File: src/src/rgb2hsv_pkg.sv
// Shared types and constants for the RGB to HSV converter.
// Used by src/rgb_to_hsv_converter.sv; depends on nothing.
`default_nettype none

package rgb2hsv_pkg;

   // Component and result widths
   localparam int COMP_BITS      = 8;
   localparam int HUE_BITS       = 15;
   localparam int SAT_BITS       = 8;
   localparam int REQ_DATA_BITS  = 24;
   localparam int RSP_DATA_BITS  = 32;

   // Quotient widths of the two long divisions
   localparam int SAT_QUO_BITS   = 8;
   localparam int HUE_QUO_BITS   = 12;

   // Pipeline layout: capture, min/max, prep, then one stage per hue quotient bit
   localparam int DIV_FIRST      = 3;
   localparam int PIPE_STAGES    = DIV_FIRST + HUE_QUO_BITS;

   // Fixed-point scale factors (hue in degrees with 6 fraction bits)
   localparam logic [15:0] SAT_SCALE    = 16'd255;
   localparam logic [19:0] HUE_SCALE    = 20'd3840;
   localparam logic [15:0] SPAN_GREEN   = 16'd7680;
   localparam logic [15:0] SPAN_BLUE    = 16'd15360;
   localparam logic [15:0] SPAN_CIRCLE  = 16'd23040;

   typedef enum logic [1:0] {
      SECTOR_RED   = 2'd0,
      SECTOR_GREEN = 2'd1,
      SECTOR_BLUE  = 2'd2
   } sector_type;

   // Work carried down the pipeline; each stage fills in what it owns
   typedef struct packed {
      logic [COMP_BITS-1:0]    red;
      logic [COMP_BITS-1:0]    green;
      logic [COMP_BITS-1:0]    blue;
      logic [COMP_BITS-1:0]    mx;
      logic [COMP_BITS-1:0]    mn;
      sector_type              sector;
      logic                    neg;
      logic [COMP_BITS-1:0]    delta;
      logic [COMP_BITS-1:0]    srem;
      logic [SAT_QUO_BITS-1:0] snum;
      logic [SAT_QUO_BITS-1:0] squo;
      logic [COMP_BITS-1:0]    hrem;
      logic [HUE_QUO_BITS-1:0] hnum;
      logic [HUE_QUO_BITS-1:0] hquo;
   } work_type;

endpackage

`default_nettype wire

File: src/src/rgb_to_hsv_converter.sv
// RGB to HSV pixel converter, a fully pipelined stream block.
// Depends on src/rgb2hsv_pkg.sv for types and constants.
`default_nettype none

// Converts one 8-bit RGB pixel per clock into hue (degrees times 64), saturation
// (255 = 1.0) and brightness (the largest component). One pixel enters every
// cycle as long as results are taken. An accepted input beat reaches its
// result beat through input capture, min/max and sector select,
// numerator prep, twelve restoring-division stages that each resolve one bit
// of the hue quotient (the saturation quotient rides along in the first
// eight), and the output register. The division stages set the depth. Each
// stage holds its own valid bit and loads whenever it is empty or its
// successor loads, so a stalled result only backs up stages that are full and
// bubbles are squeezed out. Black and grey pixels give hue 0; ties for the
// maximum favor red, then green, then blue. Reset clears the valid bits only.
module rgb_to_hsv_converter (
   input  wire logic        clock,
   input  wire logic        reset,
   // req_tdata: red [7:0], green [15:8], blue [23:16]
   input  wire logic        req_tvalid,
   output logic             req_tready,
   input  wire logic [rgb2hsv_pkg::REQ_DATA_BITS-1:0] req_tdata,
   // rsp_tdata: hue [14:0], saturation [22:15], brightness [30:23], zero [31]
   output logic             rsp_tvalid,
   input  wire logic        rsp_tready,
   output logic [rgb2hsv_pkg::RSP_DATA_BITS-1:0] rsp_tdata
);

   localparam int NST = rgb2hsv_pkg::PIPE_STAGES;
   localparam int CB  = rgb2hsv_pkg::COMP_BITS;
   localparam int HQ  = rgb2hsv_pkg::HUE_QUO_BITS;
   localparam int SQ  = rgb2hsv_pkg::SAT_QUO_BITS;

   rgb2hsv_pkg::work_type stage_ff [NST];
   rgb2hsv_pkg::work_type stage_in [NST];
   logic [NST-1:0]        valid_ff;
   logic [NST-1:0]        valid_src;
   logic [NST:0]          take;

   logic                                  rsp_tvalid_ff;
   logic [rgb2hsv_pkg::RSP_DATA_BITS-1:0] rsp_tdata_ff;
   logic [rgb2hsv_pkg::RSP_DATA_BITS-1:0] rsp_tdata_in;

   // A stage loads when it is empty or its content moves on this cycle
   always_comb begin
      take[NST] = !rsp_tvalid_ff || rsp_tready;
      for (int k = NST - 1; k >= 0; k--) begin
         take[k] = !valid_ff[k] || take[k+1];
      end
   end

   assign valid_src  = {valid_ff[NST-2:0], req_tvalid};
   assign req_tready = take[0];

   // Per-stage work
   for (genvar i = 0; i < NST; i++) begin : g_stage
      if (i == 0) begin : g_capture
         // Unpack the input beat
         always_comb begin
            stage_in[0]       = '0;
            stage_in[0].red   = req_tdata[CB-1:0];
            stage_in[0].green = req_tdata[2*CB-1:CB];
            stage_in[0].blue  = req_tdata[3*CB-1:2*CB];
         end
      end else if (i == 1) begin : g_minmax
         // Find max, min and the sector; ties go red, then green, then blue
         always_comb begin
            rgb2hsv_pkg::work_type w;
            w = stage_ff[0];
            if (w.red >= w.green && w.red >= w.blue) begin
               w.sector = rgb2hsv_pkg::SECTOR_RED;
               w.mx     = w.red;
            end else if (w.green >= w.blue) begin
               w.sector = rgb2hsv_pkg::SECTOR_GREEN;
               w.mx     = w.green;
            end else begin
               w.sector = rgb2hsv_pkg::SECTOR_BLUE;
               w.mx     = w.blue;
            end
            w.mn = w.red;
            if (w.green < w.mn) begin
               w.mn = w.green;
            end
            if (w.blue < w.mn) begin
               w.mn = w.blue;
            end
            stage_in[1] = w;
         end
      end else if (i == 2) begin : g_prep
         // Form delta, |diff| and both numerators; seed the partial remainders
         always_comb begin
            rgb2hsv_pkg::work_type w;
            logic [CB-1:0] hi;
            logic [CB-1:0] lo;
            logic [CB-1:0] dmag;
            logic [15:0]   snum_full;
            logic [19:0]   hnum_full;
            w = stage_ff[1];
            case (w.sector)
               rgb2hsv_pkg::SECTOR_RED: begin
                  hi = w.green;
                  lo = w.blue;
               end
               rgb2hsv_pkg::SECTOR_GREEN: begin
                  hi = w.blue;
                  lo = w.red;
               end
               default: begin
                  hi = w.red;
                  lo = w.green;
               end
            endcase
            w.neg     = hi < lo;
            dmag      = w.neg ? (lo - hi) : (hi - lo);
            w.delta   = w.mx - w.mn;
            snum_full = {8'd0, w.delta} * rgb2hsv_pkg::SAT_SCALE;
            hnum_full = {12'd0, dmag} * rgb2hsv_pkg::HUE_SCALE;
            // Quotients fit their widths, so the top bits start below the divisor
            w.srem    = snum_full[15:8];
            w.snum    = snum_full[7:0];
            w.squo    = '0;
            w.hrem    = hnum_full[19:12];
            w.hnum    = hnum_full[11:0];
            w.hquo    = '0;
            stage_in[2] = w;
         end
      end else begin : g_div
         localparam int J = i - rgb2hsv_pkg::DIV_FIRST;
         // One restoring step per stage; saturation only in the first steps
         always_comb begin
            rgb2hsv_pkg::work_type w;
            logic [CB:0] h_trial;
            logic        h_ge;
            logic [CB:0] s_trial;
            logic        s_ge;
            w       = stage_ff[i-1];
            h_trial = {w.hrem, w.hnum[HQ-1]};
            h_ge    = h_trial >= {1'b0, w.delta};
            if (h_ge) begin
               h_trial = h_trial - {1'b0, w.delta};
            end
            w.hrem  = h_trial[CB-1:0];
            w.hnum  = {w.hnum[HQ-2:0], 1'b0};
            w.hquo  = {w.hquo[HQ-2:0], h_ge};
            s_trial = {w.srem, w.snum[SQ-1]};
            s_ge    = s_trial >= {1'b0, w.mx};
            if (s_ge) begin
               s_trial = s_trial - {1'b0, w.mx};
            end
            if (J < SQ) begin
               w.srem = s_trial[CB-1:0];
               w.snum = {w.snum[SQ-2:0], 1'b0};
               w.squo = {w.squo[SQ-2:0], s_ge};
            end
            stage_in[i] = w;
         end
      end
   end

   // Valid bits: cleared by reset, advance with their stage
   always_ff @(posedge clock) begin
      if (reset) begin
         valid_ff <= '0;
      end else begin
         for (int k = 0; k < NST; k++) begin
            if (take[k]) begin
               valid_ff[k] <= valid_src[k];
            end
         end
      end
   end

   // Payload: load when the stage takes, hold otherwise
   always_ff @(posedge clock) begin
      for (int k = 0; k < NST; k++) begin
         if (take[k]) begin
            stage_ff[k] <= stage_in[k];
         end
      end
   end

   // Assemble hue from sector base and quotient; force black and grey to zero
   always_comb begin
      rgb2hsv_pkg::work_type w;
      logic [15:0] base;
      logic [15:0] part;
      logic [15:0] hue;
      logic [rgb2hsv_pkg::SAT_BITS-1:0] sat;
      w    = stage_ff[NST-1];
      part = {4'd0, w.hquo};
      case (w.sector)
         rgb2hsv_pkg::SECTOR_RED:   base = '0;
         rgb2hsv_pkg::SECTOR_GREEN: base = rgb2hsv_pkg::SPAN_GREEN;
         default:                   base = rgb2hsv_pkg::SPAN_BLUE;
      endcase
      if (w.delta == '0) begin
         hue = '0;
      end else if (!w.neg) begin
         hue = base + part;
      end else if (base >= part) begin
         hue = base - part;
      end else begin
         // Wrap a negative red-sector hue around the circle
         hue = base + rgb2hsv_pkg::SPAN_CIRCLE - part;
      end
      sat = (w.mx == '0) ? '0 : w.squo;
      rsp_tdata_in = {1'b0, w.mx, sat, hue[rgb2hsv_pkg::HUE_BITS-1:0]};
   end

   // Output register
   always_ff @(posedge clock) begin
      if (reset) begin
         rsp_tvalid_ff <= 1'b0;
      end else if (take[NST]) begin
         rsp_tvalid_ff <= valid_ff[NST-1];
      end
   end

   always_ff @(posedge clock) begin
      if (take[NST]) begin
         rsp_tdata_ff <= rsp_tdata_in;
      end
   end

   assign rsp_tvalid = rsp_tvalid_ff;
   assign rsp_tdata  = rsp_tdata_ff;

   // Grey or black results carry hue zero
   assert property (@(posedge clock) disable iff (reset)
      (rsp_tvalid && rsp_tdata[22:15] == 8'd0) |-> rsp_tdata[14:0] == 15'd0)
      else $error("nonzero hue on a zero-saturation beat");

   // Hue stays below the full circle
   assert property (@(posedge clock) disable iff (reset)
      rsp_tvalid |-> rsp_tdata[14:0] < 15'd23040)
      else $error("hue out of range");

   // Input back-pressure only when every stage holds a pixel
   assert property (@(posedge clock) disable iff (reset)
      !req_tready |-> (&valid_ff))
      else $error("input stalled with a free stage");

   // A blocked last stage keeps its pixel
   assert property (@(posedge clock) disable iff (reset)
      (valid_ff[NST-1] && !take[NST]) |=> $stable(stage_ff[NST-1]) && valid_ff[NST-1])
      else $error("last stage changed while blocked");

endmodule

`default_nettype wire
File: config.mk
export PLATFORM = sky130hd
export DESIGN_NAME = rgb_to_hsv_converter
export DESIGN_NICKNAME = d
export VERILOG_FILES = /design/src/src/rgb2hsv_pkg.sv /design/src/src/rgb_to_hsv_converter.sv
export SDC_FILE = /design/constraint.sdc
export NUM_CORES = 1
export LEC_CHECK = 0
export BUFFER_PORTS_ARGS = -buffer_cell sky130_fd_sc_hd__buf_2
export CAP_MARGIN = 0
export CORE_MARGIN = 1
export CORE_UTILIZATION = 35
export DETAILED_ROUTE_END_ITERATION = 8
export MAX_ROUTING_LAYER = met4
export PLACE_DENSITY = 0.56
export SLEW_MARGIN = 10
export SYNTH_ARGS = -nofsm -noshare
export SYNTH_HDL_FRONTEND = slang
export SYNTH_SLANG_ARGS = --single-unit
File: constraint.sdc
create_clock -name clock -period 10.3 [get_ports clock]
set_clock_uncertainty 0.05 [all_clocks]
set_input_delay 2.575 -clock clock [delete_from_list [all_inputs] [get_ports clock]]
set_output_delay 2.575 -clock clock [all_outputs]
set_load 0.02 [all_outputs]
==> metrics.csv, run 1 <==
stage,metric,value,unit
status,status,"finished, final reports clean",
worst_setup_path,crit_required,7680,ps
place,dp_hpwl,42.4,mm
yosys,synth_enable_flop_cells,688,
floorplan,io_pins,62,
final_layout,final_common_cell,edfxtp_1,
sta,finalCritPeriodShare,76.3,%
floorplan,die-width,317,um
yosys,synth_mux_area_share,5.21,%
grt,grt_usage,12.1,%
worst_hold_path,min_to,stage_ff[0][599]$_DFFE_PP_,
worst_hold_path,worstHoldPathCells,0,
cts,cts_hold_buffers,0,
worst_setup_path,cp-start-kind,input pin,
grt,grt-ovfl-total,0,
yosys,synth_xor_area_share,2.60,%
route,vias,18800,
sta,setup_viol,0,
final_layout,fillers,9065,
floorplan,die_h,317,um
yosys,synth-compound-area-share,7.40,%
yosys,syn_nets,2936,
worst_hold_path,hold_path_startpoint,stage_ff[0][492]$_DFFE_PP_,
sta,max_freq,127,MHz
sta,tightest_slew,1160,ps
sta,slew_headroom,22.6,%
worst_setup_path,critPathArrivalTime,5230,ps
yosys,netlist_instances,2565,
cts,clkTransAtPathRegs,60,ps
yosys,ys.flop_type,edfxtp_1,
route,ant_nets,0,
cts,post_cts_buffers,0,
worst_setup_path,path_max_fanout,26,
sta,tns,0,ps
worst_hold_path,hp-class,reg2reg,
place,gp_congestion,0.846,
grt,grt_pass1_wl,96.7,mm
yosys,synth_fa_ha_area_share,13.8,%
cts,htree_levels,3,
route,viasPerCell,4.65,
route,drt_wl_total,57.0,mm
final_layout,finalNetCount,3065,
route,post-route-drc-count,0,
cts,post_cts_resized,0,
cts,cts_buffer_depth,3,
yosys,synth_top_family_by_area,adder cells,
sta,hold_violations,0,
route,dr.pass1.iters,5,
cts,cts-root-buf,clkbuf_16,
final_layout,areaGrowthSynthToFinish,13.2,%
yosys,synthesis.area,34700,um2
floorplan,die-area,100000,um2
place,dpl_cell_area,36600,um2
sta,layout_min_cycle_time,7860,ps
cts,cts_made_buffers,76,
yosys,yosysUniqueCellTypes,67,
final_layout,final_cell_mix,"edfxtp_1, inv_1, ha_1",
worst_setup_path,end_kind,output port,
yosys,synth-simple-area-share,6.34,%
worst_setup_path,r2r_start,stage_ff[0][172]$_SDFFCE_PP0P_,
worst_setup_path,rr_worst_depth,20,
floorplan,initial_core_util,35.3,%
final_layout,drive_gt1_share,12.0,%
floorplan,core-area,98300,um2
route,routedWlPerCell,14.1,um
flow_run,maxCapViolations,0,
worst_setup_path,regToRegSetupSlack,3650,ps
cts,tritoncts,done,
sta,rsz0062_at_grt,no,
yosys,ys_ff_latch,704,
cts,cts_sinks,704,
worst_setup_path,r2r-end,stage_ff[0][245]$_DFFE_PP_,
grt,grt_max_degree,50,
yosys,yosysWarnings,0,
yosys,ys_async_sr_fraction,0,%
yosys,avgSynthCellArea,13.5,um2
final_layout,design_area,39300,um2
grt,grt_pass1_vias,20000,
place,io_buffers,60,
route,drt_iter0_drc,797,
worst_setup_path,worstSetupPathType,in2out,
cts,clkLatencyLatePin,630,ps
yosys,ys_seq_area_share,60.5,%
sta,slew_viol_final,0,
sta,hold_ws,352,ps
final_layout,diodes,0,
grt,antenna_found_initial,0,
floorplan,fp-row-count,115,
## sequential cells by signal, summed over array words and instances, names as in the netlist
signal,cells
rsp_tvalid,1
rsp_tdata,31
valid_ff,15
stage_ff,657
## metal layers
metal  wire, um  up-vias  global-route usage [%]  part of all wire, %
met5          0        -                       -                    0
met1      24200     9054                    13.4                   42
met2      29600      217                    21.8                   52
li1           -     9431                       -                    -
met4       1480        0                    3.98                  2.6
met3       1720       99                    2.18                  3.0
## kinds of logic (layout without fill, tap and decap cells)
kind of cell | Yosys count | count (layout)
and+or+nand+nor | 461 | 461
other | 1 | 1
DFF | 704 | 704
muxes | 169 | 169
xor gates and xnor gates | 102 | 102
AOI/OAI and AO/OA | 402 | 402
adders and majority gates | 343 | 343
buffers and inverters | 383 | 576
## Yosys cell counts (6+ instances only)
cell type  count  area share, %
buf_2          6          0.087
nand2b_1      49           0.88
nand2_1       64           0.69
nand4_1       35           0.63
o21ai_0      115            1.7
ha_1         278             10
dfxtp_1       16           0.92
a21oi_1      105            1.5
o21a_1        30           0.65
a21o_1         9           0.19
nor2b_1       29           0.52
mux2i_1       77            2.2
nand3_1       14           0.20
clkbuf_1       8          0.087
nor2_1       209            2.3
a21oi_2       15           0.38
inv_1        363            3.9
o31ai_1       16           0.35
xor2_1        20           0.50
and2_1        11           0.20
a21boi_0      52            1.1
mux2_2        91            3.0
a211oi_1      15           0.32
xnor2_1       81            2.0
edfxtp_1     688             60
nor3_1        19           0.27
fa_1          65            3.8
## cell type report
cell class,instances,area (um2),area share (%)
sequential,704,21000,53.4
multi-input combinational,1478,12300,31.3
tap,1287,1610,4.10
timing repair buffer,70,375,0.956
clock inverter,49,648,1.65
inverter,364,1370,3.48
clock buffer,93,2020,5.13
## how the worst max path moves through the flow
stage                      end  cells past startpoint        from
floorplan           req_tready                      9  rsp_tready
global placement    req_tready                     10  rsp_tready
detailed placement  req_tready                     10  rsp_tready
CTS                 req_tready                     10  rsp_tready
global route        req_tready                     10  rsp_tready
finish              req_tready                     10  rsp_tready
## worst max-delay path, cell delays in order
cell and delay (ps):
buf_2 100, and2b_2 250, inv_1 60, nor2_1 370
and2_1 290, and3_1 430, and3_1 430, nand4_1 220
buf_4 290, buf_2 200
## through the flow
stage	setup slack [ps]	instances	util [%]
6_report	2440	4045	40.0
5_1_grt	2320	4045	40.0
4_1_cts	2500	4045	40.0
3_5_place_dp	2510	3903	37.3
3_3_place_gp	2520	3903	37.3
2_1_floorplan	2500	2565	-
Power of run 1 is not shown: default switching activity piles up to over one toggle a cycle in this logic, so the estimate is an artifact.
==> run 2, diff against run 1 <==
--- a/config.mk
+++ b/config.mk
@@ -11,7 +11,7 @@
 export CORE_UTILIZATION = 35
 export DETAILED_ROUTE_END_ITERATION = 8
 export MAX_ROUTING_LAYER = met4
-export PLACE_DENSITY = 0.56
+export PLACE_DENSITY = 0.58
 export SLEW_MARGIN = 10
 export SYNTH_ARGS = -nofsm -noshare
 export SYNTH_HDL_FRONTEND = slang
==> constraint.sdc (replaced) <==
create_clock -name clock -period 6.85 [get_ports clock]
set_clock_uncertainty 0.05 [all_clocks]
set_input_delay 1.7125 -clock clock [delete_from_list [all_inputs] [get_ports clock]]
set_output_delay 1.7125 -clock clock [all_outputs]
set_load 0.02 [all_outputs]
==> run 2 against run 1 <==
Net effect:
- hold slack got worse by 7.9 ps
- count of clock-buffer cells in the layout fell by 1
- worst setup slack got worse by 1800 ps
- highest routed layer unchanged
==> metrics.csv, run 2 (synthesis gave the netlist of run 1 again) <==
stage,metric,value,unit
status,status,"finished, final reports clean",
grt,grt_usage,12.3,%
worst_setup_path,critPathArrivalTime,6530,ps
final_layout,diodes,0,
route,vias,19000,
route,drt_iter0_drc,925,
grt,use_met1,13.3,%
worst_setup_path,crit_required,7150,ps
worst_setup_path,cp-start-kind,register,
cts,cts_made_buffers,76,
grt,grt_max_degree,50,
worst_setup_path,crit_path_start,stage_ff[0][172]$_SDFFCE_PP0P_,
grt,grt_use_met3,2.11,%
worst_setup_path,worstPathCellList,"buf_4, mux2i_1, o21ai_0, ha_1, o21ai_0, a21oi_1, o21ai_2, mux2_2, a21oi_1, xor2_1, inv_1, ha_1, xnor2_1, fa_1, inv_1, ha_1, nand2_1, o21ai_0, or4_1, a31o_2, a21oi_1, xnor2_1",
grt,grt_pass1_wl,98.2,mm
sta,finalCritPeriodShare,91.0,%
sta,rsz0062_at_grt,no,
floorplan,core-area,98300,um2
worst_setup_path,r2r-end,stage_ff[0][245]$_DFFE_PP_,
final_layout,largest_reg_flops,657,
worst_setup_path,rr_worst_depth,22,
final_layout,finalNetCount,3070,
final_layout,top_register,stage_ff,
floorplan,initial_core_util,35.3,%
cts,clkTransAtPathRegs,60,ps
place,io_buffers,60,
worst_setup_path,cp_slowest_stage_delay,560,ps
route,viasPerCell,4.69,
final_layout,final_common_cell,edfxtp_1,
sta,setup_viol,0,
route,post-route-drc-count,0,
cts,cts_sinks,704,
route,ant_nets,0,
cts,htree_levels,3,
final_layout,final_cell_mix,"edfxtp_1, inv_1, ha_1",
sta,tns,0,ps
grt,top_usage_layer,met2,
cts,clkLatencyLatePin,630,ps
worst_setup_path,worstSetupPathType,reg2reg,
grt,met2_usage,22.4,%
worst_setup_path,cp_slowest_cell,edfxtp_1,
final_layout,areaGrowthSynthToFinish,13.3,%
floorplan,fp-row-count,115,
cts,cts_hold_buffers,0,
cts,cts-root-buf,clkbuf_16,
sta,layout_min_cycle_time,6230,ps
sta,slew_viol_final,0,
worst_hold_path,hp-class,reg2reg,
sta,hold_violations,0,
grt,antenna_found_initial,0,
grt,grt_pass1_vias,20400,
route,dr.pass1.iters,7,
worst_setup_path,end_kind,register,
grt,grt-ovfl-total,0,
route,routedWlPerCell,14.2,um
sta,slew_headroom,24.2,%
place,gp_congestion,0.855,
sta,max_freq,160,MHz
worst_setup_path,regToRegSetupSlack,620,ps
floorplan,die-area,100000,um2
floorplan,die_h,317,um
worst_setup_path,endpoint,stage_ff[0][245]$_DFFE_PP_,
floorplan,die-width,317,um
floorplan,io_pins,62,
sta,tightest_slew,1130,ps
cts,tritoncts,done,
flow_run,maxCapViolations,0,
route,drt_wl_total,57.5,mm
final_layout,drive_gt1_share,12.1,%
place,dp_hpwl,43.4,mm
cts,cts_buffer_depth,3,
worst_setup_path,r2r_start,stage_ff[0][172]$_SDFFCE_PP0P_,
worst_hold_path,hold_path_startpoint,stage_ff[0][236]$_DFFE_PP_,
worst_setup_path,path_max_fanout,12,
## run 2: changes by cell type in the layout (fill, tap and decap cells not counted)
cell,previous run,this run
xnor2_1,81,80
inv_2,1,0
clkinv_2,14,18
buf_4,10,14
clkinvlp_4,7,3
clkinv_1,10,11
a21oi_2,16,15
inv_6,2,1
clkbuf_8,5,3
a21oi_1,104,105
clkbuf_16,76,77
buf_6,0,1
xnor2_2,0,1
clkinv_8,0,1
## run 2: worst max-delay path, delay by kind of cell (launching register included)
family	cells	cell delay, ps
compound gates	8	1510
buf+inv	3	420
mux	2	600
simple gates	2	520
xor+xnor	3	710
flops	1	560
fa+ha+maj	4	1600
## run 2: area by class of cell
type	instances	area, um2
tap	1287	1610
inverter	364	1370
clock buffer	92	2010
multi-input combinational	1478	12300
fill	9081	59000
sequential	704	21000
timing repair buffer	75	417
clock inverter	49	646
## run 2: timing repair
item,CTS,global route
buffers inserted,0,1
setup endpoints to repair,0,1
gates resized for setup,0,1
## run 2: worst min path at each step
stage | slack [ps] | end | cells past startpoint
6_report | 340 | stage_ff[0][344]$_DFFE_PP_ | 0
5_1_grt | 360 | stage_ff[1][66]$_DFFE_PP_ | 0
4_1_cts | 340 | stage_ff[0][344]$_DFFE_PP_ | 0
3_5_place_dp | 350 | stage_ff[0][675]$_DFFE_PP_ | 0
3_3_place_gp | 350 | stage_ff[1][399]$_DFFE_PP_ | 0
2_1_floorplan | 350 | stage_ff[0][342]$_DFFE_PP_ | 0
## run 2: routing by layer
metal,up-vias,routed length [um]
met5,-,0
met1,9187,23500
li1,9454,-
met2,241,30500
met4,0,1620
met3,107,1800
## run 2: metrics by stage
step / area [um2] / util [%] / cells / setup slack [ps] / hold WS [ps]
after floorplan: 34700 / - / 2565 / 774 / 350
after global placement: 36600 / 37.3 / 3907 / 666 / 351
after detailed placement: 36600 / 37.3 / 3907 / 396 / 355
after CTS: 39300 / 40.0 / 4048 / 386 / 339
after global routing: 39300 / 40.0 / 4049 / 77.3 / 362
final: 39300 / 40.0 / 4049 / 615 / 344
Power of run 2 is left out for the same reason.
==> run 3, diff against run 2 <==
--- a/config.mk
+++ b/config.mk
@@ -5,6 +5,7 @@
 export SDC_FILE = /design/constraint.sdc
 export NUM_CORES = 1
 export LEC_CHECK = 0
+export ABC_AREA = 1
 export BUFFER_PORTS_ARGS = -buffer_cell sky130_fd_sc_hd__buf_2
 export CAP_MARGIN = 0
 export CORE_MARGIN = 1
==> run 3 against run 2 <==
Net effect:
- final area rose by 0.90%
- utilization is 0.13 points higher
- register-to-register slack worse by 50 ps
- area after synthesis up 1.2%
- sequential share of layout area fell by 0.48 points
- critical path depth is 6 higher
- first-iteration DRC count fell by 1.7%
- hold slack improved by 16 ps
- count of clock-buffer cells in the layout up 2
- routed wire length shrank 2.1%
- highest routed layer unchanged
==> metrics.csv, run 3 <==
stage,metric,value,unit
yosys,ys_top_cells_by_area,"edfxtp_1, ha_1, inv_1",
route,drt_iter0_drc,909,
worst_setup_path,crit_path_start,stage_ff[0][172]$_SDFFCE_PP0P_,
cts,cts_hold_buffers,0,
floorplan,die-area,102000,um2
floorplan,die_h,319,um
grt,met2_usage,21.3,%
route,routedWlPerCell,12.5,um
sta,tightest_slew,1120,ps
sta,setup_viol,0,
status,status,"finished, final reports clean",
worst_setup_path,cp-start-kind,register,
place,dp_hpwl,42.8,mm
final_layout,largest_reg_flops,657,
sta,hold_ws,359,ps
place,dpl_cell_area,37100,um2
yosys,ys_async_sr_fraction,0,%
yosys,yosys.cell_count.top_type,edfxtp_1,
worst_setup_path,r2r_start,stage_ff[0][172]$_SDFFCE_PP0P_,
grt,grt_use_met3,2.05,%
grt,grt_pass1_wl,94.4,mm
yosys,ys_top_cells_by_count,"edfxtp_1, inv_1, nand2_1",
final_layout,final_common_cell,edfxtp_1,
worst_hold_path,hp-class,reg2reg,
place,io_buffers,60,
route,drt_wl_total,56.2,mm
sta,slew_headroom,25.0,%
sta,finalCritPeriodShare,91.8,%
floorplan,core-area,98900,um2
cts,tritoncts,done,
yosys,ys_ff_latch,704,
final_layout,top_register,stage_ff,
route,ant_nets,0,
final_layout,final_cell_mix,"edfxtp_1, inv_1, nand2_1",
cts,htree_levels,3,
worst_setup_path,cp_slowest_cell,fa_1,
yosys,yosys.area.top_type,edfxtp_1,
sta,rsz0062_at_grt,no,
route,dr.pass1.iters,4,
sta,max_freq,159,MHz
route,viasPerCell,4.48,
worst_setup_path,rr_worst_depth,28,
floorplan,io_pins,62,
final_layout,finalNetCount,3519,
worst_setup_path,cp_slowest_stage_delay,550,ps
yosys,yosysUniqueCellTypes,57,
final_layout,fillers,9370,
cts,post_cts_resized,0,
grt,grt_usage,11.5,%
sta,slew_viol_final,0,
floorplan,initial_core_util,35.5,%
flow_run,maxCapViolations,0,
worst_setup_path,end_kind,register,
cts,cts_sinks,704,
grt,grt_max_degree,51,
worst_setup_path,path_max_fanout,10,
cts,cts_buffer_depth,3,
yosys,synth_enable_flop_cells,688,
place,gp_congestion,0.839,
floorplan,die-width,319,um
floorplan,fp-row-count,115,
worst_setup_path,r2r-end,stage_ff[0][244]$_DFFE_PP_,
yosys,synthDominantCellAreaShare,58.8,%
final_layout,design_area,39700,um2
cts,clkTransAtPathRegs,60,ps
final_layout,areaGrowthSynthToFinish,12.9,%
grt,use_met1,12.1,%
grt,top_usage_layer,met2,
yosys,syn_nets,3380,
yosys,ys_seq_area_share,59.7,%
cts,clkLatencyLatePin,620,ps
worst_setup_path,regToRegSetupSlack,560,ps
cts,cts_made_buffers,77,
grt,grt-ovfl-total,0,
yosys,yosysWarnings,0,
worst_setup_path,critPathArrivalTime,6590,ps
worst_setup_path,worstSetupPathType,reg2reg,
sta,hold_violations,0,
final_layout,diodes,0,
yosys,synthesis.area,35100,um2
yosys,ys.flop_type,edfxtp_1,
yosys,avgSynthCellArea,11.7,um2
route,post-route-drc-count,0,
sta,tns,0,ps
grt,grt_pass1_vias,20000,
worst_hold_path,min_to,stage_ff[0][814]$_DFFE_PP_,
route,vias,20100,
worst_setup_path,crit_required,7150,ps
worst_hold_path,hold_path_startpoint,stage_ff[0][707]$_DFFE_PP_,
cts,cts-root-buf,clkbuf_16,
yosys,netlist_instances,3008,
cts,post_cts_buffers,0,
sta,layout_min_cycle_time,6290,ps
final_layout,drive_gt1_share,8.47,%
worst_hold_path,worstHoldPathCells,0,
grt,antenna_found_initial,0,
run 3: logic make-up (layout without fill, tap and decap cells):
family / after synthesis / in the layout / synth area share (%)
simple gates: 944 / 944 / 11.8
flops: 704 / 704 / 59.7
buf+inv: 551 / 754 / 5.93
fa+ha+maj: 344 / 344 / 13.6
compound gates: 319 / 319 / 5.33
xor+xnor: 145 / 145 / 3.62
other cells: 1 / 1 / 0.0107
run 3: layer usage:
metal	vias up	wire, um	share of wire, %
li1	10500	-	-
met1	9321	23000	41
met2	213	29900	53
met3	122	1580	2.8
met4	0	1820	3.2
met5	-	0	0
run 3: per-stage QoR:
| stage | cells | utilization, % | worst slack (ps) |
|---|---|---|---|
| 3_3_place_gp | 4355 | 37.5 | 726 |
| 6_report | 4498 | 40.1 | 563 |
| 4_1_cts | 4498 | 40.1 | 558 |
| 5_1_grt | 4498 | 40.1 | 60.8 |
| 2_1_floorplan | 3008 | - | 188 |
| 3_5_place_dp | 4355 | 37.5 | 604 |
run 3: final cells by class:
| type | instances | area, um2 | area share (%) |
|---|---|---|---|
| sequential | 704 | 21000 | 52.9 |
| multi-input combinational | 1753 | 12100 | 30.5 |
| inverter | 539 | 2020 | 5.10 |
| clock buffer | 94 | 2020 | 5.09 |
| tap | 1287 | 1610 | 4.06 |
| clock inverter | 49 | 566 | 1.43 |
| timing repair buffer | 72 | 390 | 0.984 |
run 3: worst max-delay path by stage:
| stage | endpoint | slack (ps) |
|---|---|---|
| floorplan | req_tready | 190 |
| global placement | stage_ff[0][244]$_DFFE_PP_ | 730 |
| detailed placement | stage_ff[0][244]$_DFFE_PP_ | 600 |
| CTS | stage_ff[0][244]$_DFFE_PP_ | 560 |
| global route | stage_ff[0][244]$_DFFE_PP_ | 60 |
| finish | stage_ff[0][244]$_DFFE_PP_ | 560 |
run 3: worst max-delay path: cells and delay by family (launching register included):
| family | cells | cell delay (ps) |
|---|---|---|
| buffers and inverters | 6 | 810 |
| flip-flops | 1 | 400 |
| adder cells (fa/ha/maj) | 4 | 1950 |
| AO/OA/AOI/OAI | 7 | 1310 |
| XOR/XNOR | 1 | 70 |
| AND/OR/NAND/NOR | 10 | 1410 |
Power of run 3 is left out for the same reason.
